$ cat src/hw/rtl/bsm_pkg.sv
// Shared constants and types of the 5x5 binomial smoother.
package bsm_pkg;

	localparam int MAX_WIDTH = 1024;
	localparam int TAPS      = 5;
	localparam int BANKS     = TAPS - 1;
	localparam int HALF      = TAPS / 2;
	localparam int ADDR_W    = $clog2(MAX_WIDTH);

	localparam int PIX_W  = 8;
	localparam int HSUM_W = 12;
	localparam int VSUM_W = 16;
	localparam int COL_W  = 10;
	localparam int ROW_W  = 12;
	localparam int FW_W   = 11;
	localparam int FH_W   = 12;
	localparam int WGT_W  = 3;

	localparam int MIN_SIZE     = 6;
	localparam int RESET_WIDTH  = 640;
	localparam int RESET_HEIGHT = 480;

	localparam logic [WGT_W-1:0] TAP_W [TAPS] = '{3'd1, 3'd4, 3'd6, 3'd4, 3'd1};

	// Configuration register indexes.
	localparam logic CFG_FRAME_WIDTH  = 1'b0;
	localparam logic CFG_FRAME_HEIGHT = 1'b1;

	// Line store access shared by all cells of the chain.
	typedef struct packed {
		logic              rd_en;
		logic [ADDR_W-1:0] rd_addr;
		logic              wr_en;
		logic [ADDR_W-1:0] wr_addr;
		logic              clr;
	} mem_ctl_t;

	// One burst of identical result words.
	typedef struct packed {
		logic [PIX_W-1:0] val;
		logic [COL_W-1:0] c0;
		logic [COL_W-1:0] c1;
		logic [ROW_W-1:0] r0;
		logic [ROW_W-1:0] r1;
	} burst_t;

endpackage

$ cat src/hw/rtl/bsm_burst.sv
// Result sequencer: sends one value for every position of a burst, rows inside columns.
module bsm_burst (
	input  logic                       clk,
	input  logic                       arst_n,
	input  logic                       load,
	input  bsm_pkg::burst_t            burst,
	output logic                       free,
	output logic                       out_valid,
	input  logic                       out_stall,
	output logic [bsm_pkg::PIX_W-1:0]  pixel_out,
	output logic [bsm_pkg::ROW_W-1:0]  out_row,
	output logic [bsm_pkg::COL_W-1:0]  out_col,
	output logic                       last
);
	import bsm_pkg::*;

	logic             busy_q;
	logic [PIX_W-1:0] val_q;
	logic [COL_W-1:0] oc_q;
	logic [COL_W-1:0] c1_q;
	logic [ROW_W-1:0] orow_q;
	logic [ROW_W-1:0] r0_q;
	logic [ROW_W-1:0] r1_q;
	logic             fire;

	assign last      = (orow_q == r1_q) && (oc_q == c1_q);
	assign fire      = busy_q && !out_stall;
	assign free      = !busy_q || (fire && last);
	assign out_valid = busy_q;
	assign pixel_out = val_q;
	assign out_row   = orow_q;
	assign out_col   = oc_q;

	always_ff @(posedge clk or negedge arst_n) begin
		if (!arst_n) begin
			busy_q <= 1'b0;
		end else if (load) begin
			busy_q <= 1'b1;
		end else if (fire && last) begin
			busy_q <= 1'b0;
		end
	end

	always_ff @(posedge clk) begin
		if (load) begin
			val_q  <= burst.val;
			oc_q   <= burst.c0;
			c1_q   <= burst.c1;
			orow_q <= burst.r0;
			r0_q   <= burst.r0;
			r1_q   <= burst.r1;
		end else if (fire && !last) begin
			if (orow_q == r1_q) begin
				oc_q   <= oc_q + 1'b1;
				orow_q <= r0_q;
			end else begin
				orow_q <= orow_q + 1'b1;
			end
		end
	end

endmodule

$ cat config.mk
export PLATFORM = sky130hd
export DESIGN_NAME = bsm_burst
export DESIGN_NICKNAME = d
export VERILOG_FILES = /design/src/hw/rtl/bsm_pkg.sv /design/src/hw/rtl/bsm_burst.sv
export SDC_FILE = /design/constraint.sdc
export NUM_CORES = 1
export LEC_CHECK = 0
export ABC_CLOCK_PERIOD_IN_PS = 2200
export BUFFER_PORTS_ARGS = -buffer_cell sky130_fd_sc_hd__buf_4
export CORE_MARGIN = 4
export CORE_UTILIZATION = 45
export CTS_BUF_LIST = sky130_fd_sc_hd__clkbuf_16
export DETAILED_ROUTE_END_ITERATION = 7
export PLACE_DENSITY = 0.78
export SETUP_SLACK_MARGIN = 0.02
export SLEW_MARGIN = 0
export SYNTH_ARGS = -nofsm -noshare
export SYNTH_HDL_FRONTEND = slang
export SYNTH_SLANG_ARGS = --single-unit
$ cat constraint.sdc
create_clock -name clk -period 2.2 [get_ports clk]
set_clock_uncertainty 0.05 [all_clocks]
set_input_delay 0.11 -clock clk [delete_from_list [all_inputs] [get_ports clk]]
set_output_delay 0.11 -clock clk [all_outputs]
set_load 0.05 [all_outputs]
==> reports/metrics.yaml <==
status:
  run_status: "complete, no violations"
global_routing:
  globalRouteMet2Util_pct: 30.5
  grt_pass1_vias: 2251
  top_usage_layer: "met2"
  grt_max_degree: 64
  gr-usage-met1_pct: 24.6
  met3_usage_pct: 5.87
  grt.overflow.total: 0
  grt_pass1_wl_um: 11100
  antenna_found_initial: 0
  grt_use_total_pct: 19.0
cts:
  cts_sinks: 65
  root_buffer: "clkbuf_16"
  cts_buffer_depth: 2
  htreeDepth: 3
  cts_buffers: 9
  path_clk_slew_ns: 0.05
  clk_latency_ns: 0.33
  cts_tree: "built"
sta:
  rsz0062_at_grt: "true"
  worst_slack_ns: 0.0805
  max_clock_freq_ghz: 0.472
  finalSetupViolations: 0
  hold_viol: 0
  setup_tns_ns: 0
  period_share_pct: 96.3
  maxSlewViolCount: 0
  period_needed_ns: 2.12
  relSlewSlack_pct: 55.7
  worstMarginPinSlew_ns: 0.665
power:
  irDropWorstVdd_v: 0.000562
  p_leak_nw: 1.94
  powerDensity_nw_per_um2: 762
cells_and_area:
  fin_nets: 431
  diodes: 0
  fin_util_pct: 72.5
  drive_above_1_share_pct: 36.3
  area_delta_synth_final_pct: 57.0
  final_cells: 454
floorplanning:
  dieArea_um2: 7880
  coreArea_um2: 6350
  die_h_um: 88.7
  start_util_pct: 46.2
  die_w_um: 88.7
  fp-row-count: 29
  ios: 89
placement:
  place_ws_ns: 0.147
  dpl.cell_count: 387
  dpl.hpwl_um: 4670
  portBuffers: 88
  routabilityCongestion: 0.844
min_path:
  min_path_cells: 3
  hold_path.class: "in2reg"
synth:
  post-synth-top-area-fraction_pct: 65.5
  yosys-top-cells-area: "edfxtp_1 66%, xor2_1 8.4%, mux2i_1 3.8%"
  synth_enable_flop_cells: 64
  yosysTopAreaCell: "edfxtp_1"
  synth_warnings: 0
  syn_area_per_cell_um2: 13.9
  synth_cells: 211
  syn-num-nets: 269
  ys.flop_type: "edfxtp_1"
  async_flop_share_pct: 1.54
  ys_top_cells_by_count: "64 x edfxtp_1, 28 x xor2_1, 26 x nand2_1, 13 x o21ai_1"
  ys_seq_elements: 65
  yosysMostFrequentCell: "edfxtp_1"
  ys_seq_area_share_pct: 66.4
  netlist_area_um2: 2930
  ys_types: 30
route:
  drc: 0
  drt_iter0_drc: 140
  vias: 2259
  wire_per_inst_um: 15.8
  routed_via_density: 4.98
  routed_wl_um: 7190
  drt-pass1-iter-count: 4
  ant_nets: 0
setup_path:
  start_kind: "flip-flop"
  critPathMaxStageDelay_ns: 0.39
  path_class: "reg2out"
  cp_slowest_cell: "edfxtp_1"
  arrival_ns: 1.96
  path_max_fanout: 3
  crit_chain: "xor2_1 -> nor4_2 -> nand3_2 -> buf_12 -> o31ai_4 -> buf_6"
  endpoint_kind: "primary output"
  cp.required_ns: 2.04
  ff2ff_path_depth: 7
job:
  cap_viol_max_count: 0
## metrics by stage
stage	area, um2	power [mW]	hold slack (ns)
floorplan	2970	1.94	-0.236
global placement	3820	2.21	-0.165
detailed placement	3820	2.22	-0.164
CTS	4550	3.50	0.0138
global route	4610	3.65	0.0352
finish	4610	3.51	0.0211
## logic make-up (layout without fill, tap and decap cells)
logic type	Yosys count	count (layout)	synth area share (%)
xor gates and xnor gates	39	39	11.6
and+or+nand+nor	60	60	10.7
adders and majority gates	2	2	0.853
AOI/OAI and AO/OA	25	25	5.07
muxes	12	12	4.14
DFF	65	65	66.4
buffers and inverters	8	174	1.28
## critical path: cells and delay by family (launching register included)
family | cells | cell delay, ns
AO/OA/AOI/OAI | 1 | 0.19
AND/OR/NAND/NOR | 2 | 0.52
buffers and inverters | 2 | 0.36
flip-flops | 1 | 0.39
XOR/XNOR | 1 | 0.18
## flip-flops by register name (all words and copies together) (netlist names)
register / flops
c1_q: 10
out_col: 10
out_row: 12
out_valid: 1
pixel_out: 8
r0_q: 12
r1_q: 12
## routing by layer
| layer | vias to the layer above | wire (um) |
|---|---|---|
| met1 | 1066 | 2960 |
| met5 | - | 0 |
| met2 | 79 | 3660 |
| met4 | 0 | 95 |
| met3 | 8 | 471 |
| li1 | 1106 | - |
## worst paths after layout
check	end	slack (ns)	start
worst max-delay path	free	0.08	r1_q[1]$_DFFE_PP_
worst min-delay path	out_col[2]$_DFFE_PP_	0.02	burst[36]
worst max register to register	out_row[3]$_DFFE_PP_	0.16	r1_q[1]$_DFFE_PP_
worst min register to register	out_valid$_DFFE_PN0P_	0.54	out_valid$_DFFE_PN0P_
max in group asynchronous	out_valid$_DFFE_PN0P_	1.97	arst_n
min in group asynchronous	out_valid$_DFFE_PN0P_	0.05	arst_n
## cell type report
type                       instances  area, um2
tap                               77       96.3
clock buffer                       9        225
inverter                           2       7.51
sequential                        65       1950
fill                             418       1740
multi-input combinational        138        992
clock inverter                     6       28.8
timing repair buffer             157       1310
## report_power, final
part,switching (mW),internal (mW)
Combinational,0.411,0.322
Clock,0.486,0.738
Sequential,0.0623,1.49
## cell usage in the layout (no fill, tap or decap), types with 2 or more instances in the layout
cell type	n
o21ai_0	6
xnor2_1	11
nor3_1	3
mux2i_1	11
nand2_1	26
clkinv_2	2
inv_1	4
nor4_2	4
nand3_1	6
and3_1	3
buf_6	2
o21ai_1	13
o21bai_4	2
clkbuf_16	9
nand4_1	3
nor4_1	2
xor2_1	28
dlygate4sd3_1	44
buf_4	110
nor2_1	6
nand2b_1	3
ha_1	2
edfxtp_1	64
## repair_timing
item,CTS,global route
pin swaps,3,4
hold endpoints to repair,44,0
setup buffers,2,6
resized for setup,4,2
setup endpoints to repair,2,2
hold buffers,44,0
Note: power is estimated with default switching activity, not from simulation.
